**src/rtl/integer_field_formatter_assert.svh**
```systemverilog
// Assertion helpers shared by the formatter RTL.
// Both expect clk and arst_n in scope at the point of use.
`ifndef INTEGER_FIELD_FORMATTER_ASSERT_SVH
`define INTEGER_FIELD_FORMATTER_ASSERT_SVH
`ifndef SYNTHESIS
`define IFF_ASSERT_IMP(lbl, ante, cons) \
	lbl: assert property (@(posedge clk) disable iff (!arst_n) (ante) |-> (cons)) \
		else $error("integer_field_formatter: same-cycle check failed");
`define IFF_ASSERT_NXT(lbl, ante, cons) \
	lbl: assert property (@(posedge clk) disable iff (!arst_n) (ante) |=> (cons)) \
		else $error("integer_field_formatter: next-cycle check failed");
`else
`define IFF_ASSERT_IMP(lbl, ante, cons)
`define IFF_ASSERT_NXT(lbl, ante, cons)
`endif
`endif

```
**src/rtl/iff_pkg.sv**
```systemverilog
package iff_pkg;

	localparam int DIGITS = 10;
	localparam int NDW    = $clog2(DIGITS + 1);
	localparam int IW     = $clog2(DIGITS);
	localparam int STEPS  = 13;
	localparam int SW     = $clog2(STEPS);

	typedef logic [SW-1:0] step_t;

	localparam step_t ST_IDLE = SW'(0);
	localparam step_t ST_MUL  = SW'(1);
	localparam step_t ST_DIG  = SW'(2);
	localparam step_t ST_PAD  = SW'(3);
	localparam step_t ST_LSP  = SW'(4);
	localparam step_t ST_SIGN = SW'(5);
	localparam step_t ST_ZERO = SW'(6);
	localparam step_t ST_DIGS = SW'(7);
	localparam step_t ST_TSP  = SW'(8);
	localparam step_t ST_PFX0 = SW'(9);
	localparam step_t ST_PFXX = SW'(10);
	localparam step_t ST_CHR  = SW'(11);
	localparam step_t ST_PCT  = SW'(12);

	localparam logic [2:0] MODE_SDEC    = 3'd0;
	localparam logic [2:0] MODE_UDEC    = 3'd1;
	localparam logic [2:0] MODE_HEXL    = 3'd2;
	localparam logic [2:0] MODE_HEXU    = 3'd3;
	localparam logic [2:0] MODE_PTR     = 3'd4;
	localparam logic [2:0] MODE_CHAR    = 3'd5;
	localparam logic [2:0] MODE_PCT     = 3'd6;
	localparam logic [2:0] MODE_PCT_ALT = 3'd7;

	localparam logic [7:0] CH_SPACE = 8'h20;
	localparam logic [7:0] CH_MINUS = 8'h2D;
	localparam logic [7:0] CH_ZERO  = 8'h30;
	localparam logic [7:0] CH_X     = 8'h78;
	localparam logic [7:0] CH_PCT   = 8'h25;
	localparam logic [7:0] CH_UA    = 8'h41;
	localparam logic [7:0] CH_LA    = 8'h61;

	// floor(x / 10) == (x * RECIP10) >> DEC_SHIFT for every 32-bit x
	localparam logic [31:0] RECIP10   = 32'hCCCC_CCCD;
	localparam int          DEC_SHIFT = 35;

	typedef enum logic [2:0] {OP_IDLE, OP_MUL, OP_DIG, OP_PAD, OP_EMIT} op_t;
	typedef enum logic [2:0] {
		SRC_SPACE, SRC_MINUS, SRC_ZERO, SRC_X, SRC_DIGIT, SRC_VALUE, SRC_PCT
	} src_t;
	typedef enum logic [2:0] {G_ALWAYS, G_LEAD, G_NEG, G_ZPAD, G_LEFT} guard_t;
	typedef enum logic [1:0] {R_ONCE, R_PAD, R_DIG} rep_t;
	typedef enum logic [1:0] {L_NEVER, L_ALWAYS, L_DIG, L_PAD} lst_t;

	typedef struct packed {
		op_t    op;
		src_t   src;
		guard_t guard;
		rep_t   rep;
		lst_t   lst;
		step_t  nxt;
		step_t  brn;
	} ucode_t;

	typedef struct packed {
		logic load;
		logic mul;
		logic dig;
		logic pad;
		logic dec_pad;
		logic dec_dig;
	} dp_ctl_t;

	typedef struct packed {
		logic       quot_nz;
		logic       pad_nz;
		logic       pad_one;
		logic       nd_one;
		logic       nd_zero;
		logic       neg;
		logic       zpad;
		logic       left;
		logic [7:0] dig_char;
		logic [7:0] val_byte;
	} dp_stat_t;

	function automatic logic [7:0] digit_ascii(input logic [3:0] d, input logic upper);
		logic [7:0] base;
		base = upper ? CH_UA : CH_LA;
		if (d < 4'd10)
			return CH_ZERO + {4'b0000, d};
		return base + {4'b0000, d} - 8'd10;
	endfunction

endpackage

```
**src/rtl/integer_field_formatter.sv**
```systemverilog
// Integer field formatter: turns one conversion request into ASCII characters.
// Input channel (in_valid/in_ready) takes a request word: mode, value, field_width,
// zero_fill, left_justify. Output channel (out_valid/out_ready) gives one character
// per word in char_out, with last set on the final character of the request.
// A request is taken only while the sequencer sits at its idle step; the final
// character of the previous request may still be waiting in the output register.
// Steps: decimal and hex digits come from a loop of a reciprocal multiply step and
// a digit step, then a padding step sizes the padding, then the emit steps give
// one character per cycle while the receiver takes them; a padding or sign step
// that does not apply is skipped in a step of its own. Character and percent
// modes go straight to their single emit step.
// Reset clears the step counter and the output valid; no clearing pass is needed.
// When out_ready is low with a character pending, it holds and the sequencer stalls
// at its current emit step; conversion steps before it keep running.
`include "integer_field_formatter_assert.svh"

module integer_field_formatter #(
	parameter int WIDTH_LIMIT = 63
) (
	input  logic        clk,
	input  logic        arst_n,
	input  logic        in_valid,
	output logic        in_ready,
	input  logic [2:0]  mode,
	input  logic [31:0] value,
	input  logic [5:0]  field_width,
	input  logic        zero_fill,
	input  logic        left_justify,
	output logic        out_valid,
	input  logic        out_ready,
	output logic [7:0]  char_out,
	output logic        last
);
	import iff_pkg::*;

	step_t    step_q;
	step_t    step_d;
	step_t    disp;
	ucode_t   uc;
	dp_ctl_t  ctl;
	dp_stat_t stat;
	logic     out_valid_q;
	logic [7:0] char_q;
	logic     last_q;
	logic     out_free;
	logic     guard_ok;
	logic     active;
	logic     done;
	logic     emit;
	logic [7:0] char_d;
	logic     last_d;

	iff_ucode_rom u_rom (
		.step (step_q),
		.mode (mode),
		.uc   (uc),
		.disp (disp)
	);

	iff_datapath #(
		.WIDTH_LIMIT (WIDTH_LIMIT)
	) u_dp (
		.clk          (clk),
		.arst_n       (arst_n),
		.ctl          (ctl),
		.mode         (mode),
		.value        (value),
		.field_width  (field_width),
		.zero_fill    (zero_fill),
		.left_justify (left_justify),
		.stat         (stat)
	);

	assign out_free = !out_valid_q || out_ready;
	assign in_ready = (uc.op == OP_IDLE);

	always_comb begin
		case (uc.guard)
			G_ALWAYS: guard_ok = 1'b1;
			G_LEAD:   guard_ok = !stat.left && !stat.zpad;
			G_NEG:    guard_ok = stat.neg;
			G_ZPAD:   guard_ok = stat.zpad;
			G_LEFT:   guard_ok = stat.left;
			default:  guard_ok = 1'b0;
		endcase
	end

	assign active = guard_ok && !((uc.rep == R_PAD) && !stat.pad_nz);

	always_comb begin
		case (uc.rep)
			R_ONCE:  done = 1'b1;
			R_PAD:   done = stat.pad_one;
			R_DIG:   done = stat.nd_one;
			default: done = 1'b1;
		endcase
	end

	always_comb begin
		case (uc.src)
			SRC_SPACE: char_d = CH_SPACE;
			SRC_MINUS: char_d = CH_MINUS;
			SRC_ZERO:  char_d = CH_ZERO;
			SRC_X:     char_d = CH_X;
			SRC_DIGIT: char_d = stat.dig_char;
			SRC_VALUE: char_d = stat.val_byte;
			SRC_PCT:   char_d = CH_PCT;
			default:   char_d = CH_PCT;
		endcase
	end

	always_comb begin
		case (uc.lst)
			L_NEVER:  last_d = 1'b0;
			L_ALWAYS: last_d = 1'b1;
			L_DIG:    last_d = stat.nd_one && !(stat.left && stat.pad_nz);
			L_PAD:    last_d = stat.pad_one;
			default:  last_d = 1'b0;
		endcase
	end

	always_comb begin
		step_d = step_q;
		ctl    = '0;
		emit   = 1'b0;
		case (uc.op)
			OP_IDLE: begin
				if (in_valid) begin
					ctl.load = 1'b1;
					step_d   = disp;
				end
			end
			OP_MUL: begin
				ctl.mul = 1'b1;
				step_d  = uc.nxt;
			end
			OP_DIG: begin
				ctl.dig = 1'b1;
				step_d  = stat.quot_nz ? uc.brn : uc.nxt;
			end
			OP_PAD: begin
				ctl.pad = 1'b1;
				step_d  = uc.nxt;
			end
			OP_EMIT: begin
				// skip a step that does not apply; hold while the output is full
				if (!active) begin
					step_d = uc.nxt;
				end else if (out_free) begin
					emit        = 1'b1;
					ctl.dec_pad = (uc.rep == R_PAD);
					ctl.dec_dig = (uc.rep == R_DIG);
					if (done)
						step_d = uc.nxt;
				end
			end
			default: step_d = ST_IDLE;
		endcase
	end

	always_ff @(posedge clk or negedge arst_n) begin
		if (!arst_n) begin
			step_q      <= ST_IDLE;
			out_valid_q <= 1'b0;
			char_q      <= '0;
			last_q      <= 1'b0;
		end else begin
			step_q <= step_d;
			if (emit) begin
				out_valid_q <= 1'b1;
				char_q      <= char_d;
				last_q      <= last_d;
			end else if (out_ready) begin
				out_valid_q <= 1'b0;
			end
		end
	end

	assign out_valid = out_valid_q;
	assign char_out  = char_q;
	assign last      = last_q;

	`IFF_ASSERT_NXT(a_leave_idle, in_valid && in_ready, step_q != ST_IDLE)
	`IFF_ASSERT_NXT(a_last_ends, emit && last_d, (step_q == ST_IDLE) || (step_q == ST_TSP))
	`IFF_ASSERT_IMP(a_digit_avail, emit && (uc.src == SRC_DIGIT), !stat.nd_zero)

endmodule

```
**src/rtl/iff_ucode_rom.sv**
```systemverilog
module iff_ucode_rom (
	input  iff_pkg::step_t  step,
	input  logic [2:0]      mode,
	output iff_pkg::ucode_t uc,
	output iff_pkg::step_t  disp
);
	import iff_pkg::*;

	always_comb begin
		case (step)
			ST_IDLE: uc = '{OP_IDLE, SRC_SPACE, G_ALWAYS, R_ONCE, L_NEVER, ST_IDLE, ST_IDLE};
			ST_MUL:  uc = '{OP_MUL,  SRC_SPACE, G_ALWAYS, R_ONCE, L_NEVER, ST_DIG,  ST_IDLE};
			// loop back for the next digit while the quotient is nonzero
			ST_DIG:  uc = '{OP_DIG,  SRC_SPACE, G_ALWAYS, R_ONCE, L_NEVER, ST_PAD,  ST_MUL};
			ST_PAD:  uc = '{OP_PAD,  SRC_SPACE, G_ALWAYS, R_ONCE, L_NEVER, ST_LSP,  ST_IDLE};
			ST_LSP:  uc = '{OP_EMIT, SRC_SPACE, G_LEAD,   R_PAD,  L_NEVER, ST_SIGN, ST_IDLE};
			ST_SIGN: uc = '{OP_EMIT, SRC_MINUS, G_NEG,    R_ONCE, L_NEVER, ST_ZERO, ST_IDLE};
			ST_ZERO: uc = '{OP_EMIT, SRC_ZERO,  G_ZPAD,   R_PAD,  L_NEVER, ST_DIGS, ST_IDLE};
			ST_DIGS: uc = '{OP_EMIT, SRC_DIGIT, G_ALWAYS, R_DIG,  L_DIG,   ST_TSP,  ST_IDLE};
			ST_TSP:  uc = '{OP_EMIT, SRC_SPACE, G_LEFT,   R_PAD,  L_PAD,   ST_IDLE, ST_IDLE};
			ST_PFX0: uc = '{OP_EMIT, SRC_ZERO,  G_ALWAYS, R_ONCE, L_NEVER, ST_PFXX, ST_IDLE};
			ST_PFXX: uc = '{OP_EMIT, SRC_X,     G_ALWAYS, R_ONCE, L_NEVER, ST_MUL,  ST_IDLE};
			ST_CHR:  uc = '{OP_EMIT, SRC_VALUE, G_ALWAYS, R_ONCE, L_ALWAYS, ST_IDLE, ST_IDLE};
			ST_PCT:  uc = '{OP_EMIT, SRC_PCT,   G_ALWAYS, R_ONCE, L_ALWAYS, ST_IDLE, ST_IDLE};
			default: uc = '{OP_IDLE, SRC_SPACE, G_ALWAYS, R_ONCE, L_NEVER, ST_IDLE, ST_IDLE};
		endcase
	end

	// entry point of the program for each mode
	always_comb begin
		case (mode)
			MODE_PTR:               disp = ST_PFX0;
			MODE_CHAR:              disp = ST_CHR;
			MODE_PCT, MODE_PCT_ALT: disp = ST_PCT;
			default:                disp = ST_MUL;
		endcase
	end

endmodule

```
**src/rtl/iff_datapath.sv**
```systemverilog
`include "integer_field_formatter_assert.svh"

module iff_datapath #(
	parameter int WIDTH_LIMIT = 63
) (
	input  logic              clk,
	input  logic              arst_n,
	input  iff_pkg::dp_ctl_t  ctl,
	input  logic [2:0]        mode,
	input  logic [31:0]       value,
	input  logic [5:0]        field_width,
	input  logic              zero_fill,
	input  logic              left_justify,
	output iff_pkg::dp_stat_t stat
);
	import iff_pkg::*;

	localparam int PW = $clog2(WIDTH_LIMIT + 1);

	logic [31:0]    mag_q;
	logic [63:0]    prod_q;
	logic [3:0]     dig_q [DIGITS];
	logic [NDW-1:0] nd_q;
	logic [PW-1:0]  pad_q;
	logic [PW-1:0]  width_q;
	logic           neg_q;
	logic           zpad_q;
	logic           left_q;
	logic           hex_q;
	logic           upper_q;
	logic [7:0]     val_q;

	logic           num_mode;
	logic [5:0]     w_sat;
	logic [28:0]    quot_dec;
	logic [31:0]    quot;
	logic [31:0]    q10;
	logic [31:0]    rem_full;
	logic [3:0]     digit;
	logic [NDW-1:0] nd_dec;
	logic [6:0]     w7;
	logic [6:0]     n7;

	assign num_mode = (mode == MODE_SDEC) || (mode == MODE_UDEC) ||
	                  (mode == MODE_HEXL) || (mode == MODE_HEXU);
	assign w_sat    = (field_width > 6'(WIDTH_LIMIT)) ? 6'(WIDTH_LIMIT) : field_width;

	assign quot_dec = prod_q[DEC_SHIFT +: 29];
	assign quot     = hex_q ? {4'b0000, mag_q[31:4]} : {3'b000, quot_dec};
	assign q10      = {quot_dec, 3'b000} + {2'b00, quot_dec, 1'b0};
	assign rem_full = mag_q - q10;
	assign digit    = hex_q ? mag_q[3:0] : rem_full[3:0];
	assign nd_dec   = nd_q - NDW'(1);
	assign w7       = 7'(width_q);
	assign n7       = 7'(nd_q);

	always_ff @(posedge clk or negedge arst_n) begin
		if (!arst_n) begin
			nd_q  <= '0;
			pad_q <= '0;
		end else begin
			if (ctl.load) begin
				nd_q  <= '0;
				pad_q <= '0;
			end
			if (ctl.dig)
				nd_q <= nd_q + NDW'(1);
			if (ctl.dec_dig)
				nd_q <= nd_dec;
			if (ctl.pad)
				pad_q <= (w7 > n7) ? PW'(w7 - n7) : '0;
			if (ctl.dec_pad)
				pad_q <= pad_q - PW'(1);
		end
	end

	always_ff @(posedge clk) begin
		if (ctl.load) begin
			neg_q   <= (mode == MODE_SDEC) && value[31];
			mag_q   <= ((mode == MODE_SDEC) && value[31]) ? (32'd0 - value) : value;
			width_q <= num_mode ? PW'(w_sat) : '0;
			zpad_q  <= num_mode && zero_fill && !left_justify;
			left_q  <= num_mode && left_justify;
			hex_q   <= (mode == MODE_HEXL) || (mode == MODE_HEXU) || (mode == MODE_PTR);
			upper_q <= (mode == MODE_HEXU);
			val_q   <= value[7:0];
		end
		if (ctl.mul)
			prod_q <= mag_q * RECIP10;
		if (ctl.dig) begin
			dig_q[nd_q[IW-1:0]] <= digit;
			mag_q               <= quot;
		end
	end

	assign stat.quot_nz  = (quot != 32'd0);
	assign stat.pad_nz   = (pad_q != '0);
	assign stat.pad_one  = (pad_q == PW'(1));
	assign stat.nd_one   = (nd_q == NDW'(1));
	assign stat.nd_zero  = (nd_q == '0);
	assign stat.neg      = neg_q;
	assign stat.zpad     = zpad_q;
	assign stat.left     = left_q;
	assign stat.dig_char = digit_ascii(dig_q[nd_dec[IW-1:0]], upper_q);
	assign stat.val_byte = val_q;

	`IFF_ASSERT_NXT(a_mul_then_dig, ctl.mul, ctl.dig)
	`IFF_ASSERT_IMP(a_nd_bound, 1'b1, nd_q <= NDW'(DIGITS))
	`IFF_ASSERT_IMP(a_pad_bound, pad_q != '0, pad_q <= width_q)

endmodule

```
**config.mk**
```make
export PLATFORM = sky130hd
export DESIGN_NAME = integer_field_formatter
export DESIGN_NICKNAME = d
export VERILOG_FILES = /design/src/rtl/iff_pkg.sv /design/src/rtl/integer_field_formatter.sv /design/src/rtl/iff_ucode_rom.sv /design/src/rtl/iff_datapath.sv
export VERILOG_INCLUDE_DIRS = /design/src /design/src/rtl
export SDC_FILE = /design/constraint.sdc
export NUM_CORES = 1
export LEC_CHECK = 0
export BUFFER_PORTS_ARGS = -buffer_cell sky130_fd_sc_hd__buf_2
export CORE_ASPECT_RATIO = 1.4
export CORE_UTILIZATION = 60
export CTS_BUF_LIST = sky130_fd_sc_hd__clkbuf_4 sky130_fd_sc_hd__clkbuf_8
export CTS_CLUSTER_SIZE = 10
export DETAILED_ROUTE_END_ITERATION = 12
export MAX_ROUTING_LAYER = met4
export PLACE_DENSITY = 0.83
export REMOVE_ABC_BUFFERS = 1
export SETUP_SLACK_MARGIN = 0.3
export SLEW_MARGIN = 20
export SYNTH_ARGS = -nofsm -noshare
export SYNTH_HDL_FRONTEND = slang
export SYNTH_SLANG_ARGS = --single-unit
```
**constraint.sdc**
```tcl
create_clock -name clk -period 9.12 [get_ports clk]
set_clock_uncertainty 0.05 [all_clocks]
set_input_delay 0.456 -clock clk [delete_from_list [all_inputs] [get_ports clk]]
set_output_delay 0.456 -clock clk [all_outputs]
set_load 0.01 [all_outputs]
```
# Word-level counts from Yosys, hierarchy flattened
# Memory sizes are Yosys's and may differ from the RTL's.
# Cells that the tools add are included.
[op_classes]
add_sub_neg = 10
multipliers = 1
magnitude_cmp = 3
eq_ne = 30
mux = 43
n_reduce_logical = 36
[op_table]
columns = ["operator", "count"]
rows = [
  ["$mux 32", 3],
  ["$mul 32x32->64 const B", 1],
  ["$pmux 8 s6", 1],
  ["$mux 4", 9],
  ["$mux 6", 6],
  ["$reduce_bool 32->1", 1],
  ["$sub 1x32->32 const A", 1],
  ["$mux 29", 1],
  ["$eq 3x2->1 const B", 8],
  ["$eq 3x3->1 const B", 8],
  ["$mux 8", 2],
  ["$pmux 4 s4", 1],
  ["$mux 1", 13],
  ["$eq 3x1->1 const B", 4],
  ["$logic_not 3->1", 4],
  ["$pmux 4 s3", 1],
  ["$logic_and 1x1->1", 9],
  ["$add 8x4->8", 1],
  ["$sub 8x4->8 const B", 1],
  ["$add 6x4->7 const A", 1],
  ["$logic_not 1->1", 7],
  ["$eq 2x2->1 const B", 3],
  ["$eq 6x1->1 const B", 1],
  ["$gt 6x4->1", 1],
  ["other kinds (23)", 35],
]
[totals]
ff_bits = 139
ramBits = 40
mem_bits_ro = 288
input_bits = 47
out_inout_bits = 11
word_cells = 140
memories = 2
[memory_table]
columns = ["memory", "words", "width", "read_ports", "rd_ports_with_merged_regs", "write_ports", "line", "rtl"]
rows = [
  ["(no name shown)", 16, 18, 1, 0, 0, "iff_ucode_rom.sv:10", "case (step)"],
  ["u_dp.dig_q", 10, 4, 1, 0, 1, "iff_datapath.sv:22", "logic [3:0] dig_q [DIGITS];"],
]

# Longest topological paths before layout
[depth]
word_depth = 8
mapped_depth = 25
mapped_depth_nobuf = 25

# Modules after synthesis
# From an unflattened synthesis, not the netlist that was laid out.
[hier_totals]
hier_cells = 2462
hier_area_um2 = 25002.7
[by_module_without_submodules]
columns = ["mod", "instances", "cells_each", "area_each_um2", "seq_area_each_um2"]
rows = [
  ["iff_datapath", 1, 2305, 23640.2, 3853.7],
  ["integer_field_formatter", 1, 104, 1018.5, 350.3],
  ["iff_ucode_rom", 1, 53, 344.1, 0.0],
]

# Worst setup path after synthesis
# No wires, ideal clock.
[synth_timing]
path_type = "flip-flop to flip-flop"
from = "reg u_dp.mag_q[9]"
to = "reg u_dp.prod_q[50] (data pin)"
setup_time_ps = 266
arrival_ps = 6516
required_ps = 8804
setup_slack_ps = 2288
stages_incl_launch_ff = 24
n_path_buf = 1
synth_period_minus_slack_ps = 6832
path_cell_list = "edfxtp_1 ha_1 clkbuf_1 xor2_1 ha_1 a21o_1 fa_1 inv_1 fa_1 inv_1 fa_1 fa_1 fa_1 fa_1 ha_1 a21oi_1 o21ai_0 a31oi_1 o2111ai_1 o211ai_1 or3b_1 a31oi_1 o221ai_1 xor2_1"
[synth_via]
elab_chain_cells = 1
[synth_rtl]
columns = ["item", "line", "rtl"]
rows = [
  ["from (decl)", "iff_datapath.sv:20", "logic [31:0] mag_q;"],
  ["from (signal assigned)", "iff_datapath.sv:80", "mag_q <= ((mode == MODE_SDEC) && value[31]) ? (32'd0 - value) : value;"],
  ["from (signal assigned)", "iff_datapath.sv:92", "mag_q <= quot;"],
  ["$mul 32x32->64", "iff_datapath.sv:89", "prod_q <= mag_q * RECIP10;"],
  ["to (signal assigned)", "iff_datapath.sv:89", ""],
  ["to (decl)", "iff_datapath.sv:21", "logic [63:0] prod_q;"],
]
# Every way passes these cells.
# A chain may end at the register's enable or synchronous reset.

# Worst setup path after layout
[layout_timing]
from = "reg u_dp.mag_q[0]"
to = "reg u_dp.prod_q[45] (data pin)"
# The elaborated chain is that of the path after synthesis.

==> flow_summary.ini <==
[status]
status = complete, no violations

[clock_network]
clock_path_buffers = 2
cts-resized-gates = 0
clkLatencyLatePin_ns = 0.46
cts_tree = yes
clock_sinks = 144
cts_htree_levels = 4
cts_buffers = 17
root_buffer = clkbuf_8
clkSlewWorstSetupHoldPaths_ns = 0.09

[setup_path]
r2r_cells = 22
ff2ff_setup_slack_ns = 0.68
cp.required_ns = 9.27
crit_fanout = 11
endpoint_kind = flip-flop
path_cells = ha_1 -> xor2_1 -> ha_1 -> or2_2 -> fa_1 -> fa_1 -> fa_1 -> fa_1 -> fa_1 -> inv_1 -> fa_1 -> inv_1 -> ha_1 -> nand2_1 -> nor2_1 -> nand3_1 -> a311oi_1 -> nor2_1 -> o41ai_2 -> a21o_1 -> a21oi_1 -> xnor2_1
r2r_end = u_dp.prod_q[45]
critPathKind = reg2reg
critical_path_arrival_ns = 8.59
cp_common_cell = fa_1
crit_slowest_cell = o41ai_2
critPathMaxStageDelay_ns = 0.86
startpoint = u_dp.mag_q[0]
worstReg2RegStart = u_dp.mag_q[0]
cp-start-kind = flip-flop

[floorplanning]
dieArea_um2 = 41100
ios = 58
die_y_um = 240
core.rowCount = 86
fp.coreArea_um2 = 39600
start_util_pct = 61.1
fp.dieW_um = 172

[placement]
place.gp.congestion = 1.07
port_buffers = 57
dpl_cell_area_um2 = 25100
dp_hpwl_mm = 61.4

[sta]
final_hold_viol_count = 0
tightest_slew_ns = 1.06
whs_ns = 0.172
rsz0062_at_grt = no
fin_crit_ns = 8.44
setup_viol = 0
slew-limit-headroom_pct = 29.4
slew_violations = 0
fin_crit_sh_pct = 92.6
timing.fmax_mhz = 118
fin_setup_tns_ns = 0

[synthesis]
synth-edff-count = 120
ys_types = 77
netlist_top_cells_area = fa_1, ha_1, edfxtp_1
ys.flop_type = edfxtp_1
synth.yosys.seq_area_share_pct = 17.4
syn_area_per_cell_um2 = 10.4
yosys.area.top_type = fa_1
netlist.area_leader.share_pct = 32.0
yosys_warnings = 0
synth_cells = 2334
syn_area_um2 = 24200
ys_seq_elements = 144
ys_async_sr_fraction_pct = 16.7

[route]
vias_per_cell = 5.86
ant_nets = 0
wl_mm = 69.6
route.detailed.wl_per_inst_um = 23.8
drt_iter0_markers = 1141
first_pass_iters = 6
vias = 17100
drc = 0

[worst_hold_path]
hold_depth = 1
hp-start = value[4]
worstHoldEndpoint = u_dp.val_q[4]
hold_class = in2reg

[cells_and_area]
nNetsFinal = 3192
syn_to_final_growth_pct = 5.44
final_common_cell = inv_1
design_area_um2 = 25500
mostFrequentLayoutCells = inv_1, fa_1, ha_1
antenna_cells = 0
drive_gt1_share_pct = 5.79

[global_route]
grt_pass1_wl_mm = 108
grt_max_degree = 53
antenna_found_initial = 0
grt_usage_pct = 37.6
grt_overflow = 0
grt_pass1_vias = 19200

[flow_run]
drv_cap = 0
## layout make-up
type / instances / area, um2
clock buffer: 21 / 277
clock inverter: 11 / 106
fill: 3291 / 14100
inverter: 587 / 2200
multi-input combinational: 1560 / 17600
sequential: 144 / 4200
tap: 528 / 661
timing repair buffer: 77 / 438
## registers in the layout, indices dropped and copies added, names as in the netlist
name	cells
u_dp.dig_q	40
u_dp.mag_q	32
u_dp.prod_q	29
char_out	8
u_dp.val_q	8
u_dp.pad_q	6
u_dp.width_q	6
step_q	4
u_dp.nd_q	4
last	1
out_valid	1
u_dp.hex_q	1
u_dp.left_q	1
u_dp.neg_q	1
u_dp.upper_q	1
u_dp.zpad_q	1
## through the flow
stage	worst slack [ns]	std cells	utilization [%]
global placement	0.445	2895	63.4
CTS	0.763	2928	64.4
global route	0.569	2928	64.4
detailed placement	0.815	2895	63.4
finish	0.678	2928	64.4
floorplan	2.36	2291	-
## kinds of logic after synthesis
kind of cell,Yosys count,synth area share (%)
multiplexers,46,2.33
flip-flops,144,17.4
AND/OR/NAND/NOR,310,6.50
buffers and inverters,630,9.88
XOR/XNOR,112,4.06
adder cells (fa/ha/maj),758,51.2
AO/OA/AOI/OAI,334,8.64
## worst max-delay path by stage
stage                       to  slack (ns)
6_report       u_dp.prod_q[45]        0.68
5_1_grt        u_dp.prod_q[45]        0.57
4_1_cts        u_dp.prod_q[45]        0.76
3_5_place_dp   u_dp.prod_q[45]        0.81
3_3_place_gp   u_dp.prod_q[45]        0.45
2_1_floorplan  u_dp.prod_q[45]        2.36
## repair_timing
item | CTS | global route
hold buffers | 1 | 0
hold endpoints to repair | 24 | 0
buffers inserted | 0 | 0
endpoints found under the setup margin | 0 | 0
## cells in the mapped netlist (7+ instances only)
master and instances:
a211oi_1 11, a21o_1 38, a21oi_1 113, a22oi_1 7, a31oi_1 14, and2_1 16, and3_1 13, clkbuf_1 34
dfrtp_1 24, edfxtp_1 120, fa_1 387, ha_1 371, inv_1 587, mux2i_1 35, mux4_2 8, nand2_1 84
nand2b_1 7, nand3_1 18, nand4_1 11, nor2_1 76, nor2b_1 22, nor3_1 16, nor4_1 11, o211ai_1 7
o21ai_0 75, o21bai_1 7, o221ai_1 8, o31ai_1 9, xnor2_1 57, xor2_1 55
## layer usage
layer / global-route usage [%] / wire [um] / vias to the layer above
li1: - / - / 7673
met3: 4.44 / 3150 / 298
met2: 63.7 / 35300 / 666
met5: - / 0 / -
met4: 35.4 / 8230 / 0
met1: 37.1 / 22800 / 8507
## worst max-delay path: cells and delay by family (launching register included)
family,cells,cell delay (ns)
AOI/OAI and AO/OA,4,1.77
xor gates and xnor gates,2,0.33
adders and majority gates,9,4.10
buffers and inverters,2,0.09
DFF,1,0.82
and+or+nand+nor,5,1.01
Power is not shown: default switching activity piles up to over one toggle a cycle in this logic, so the estimate is an artifact.
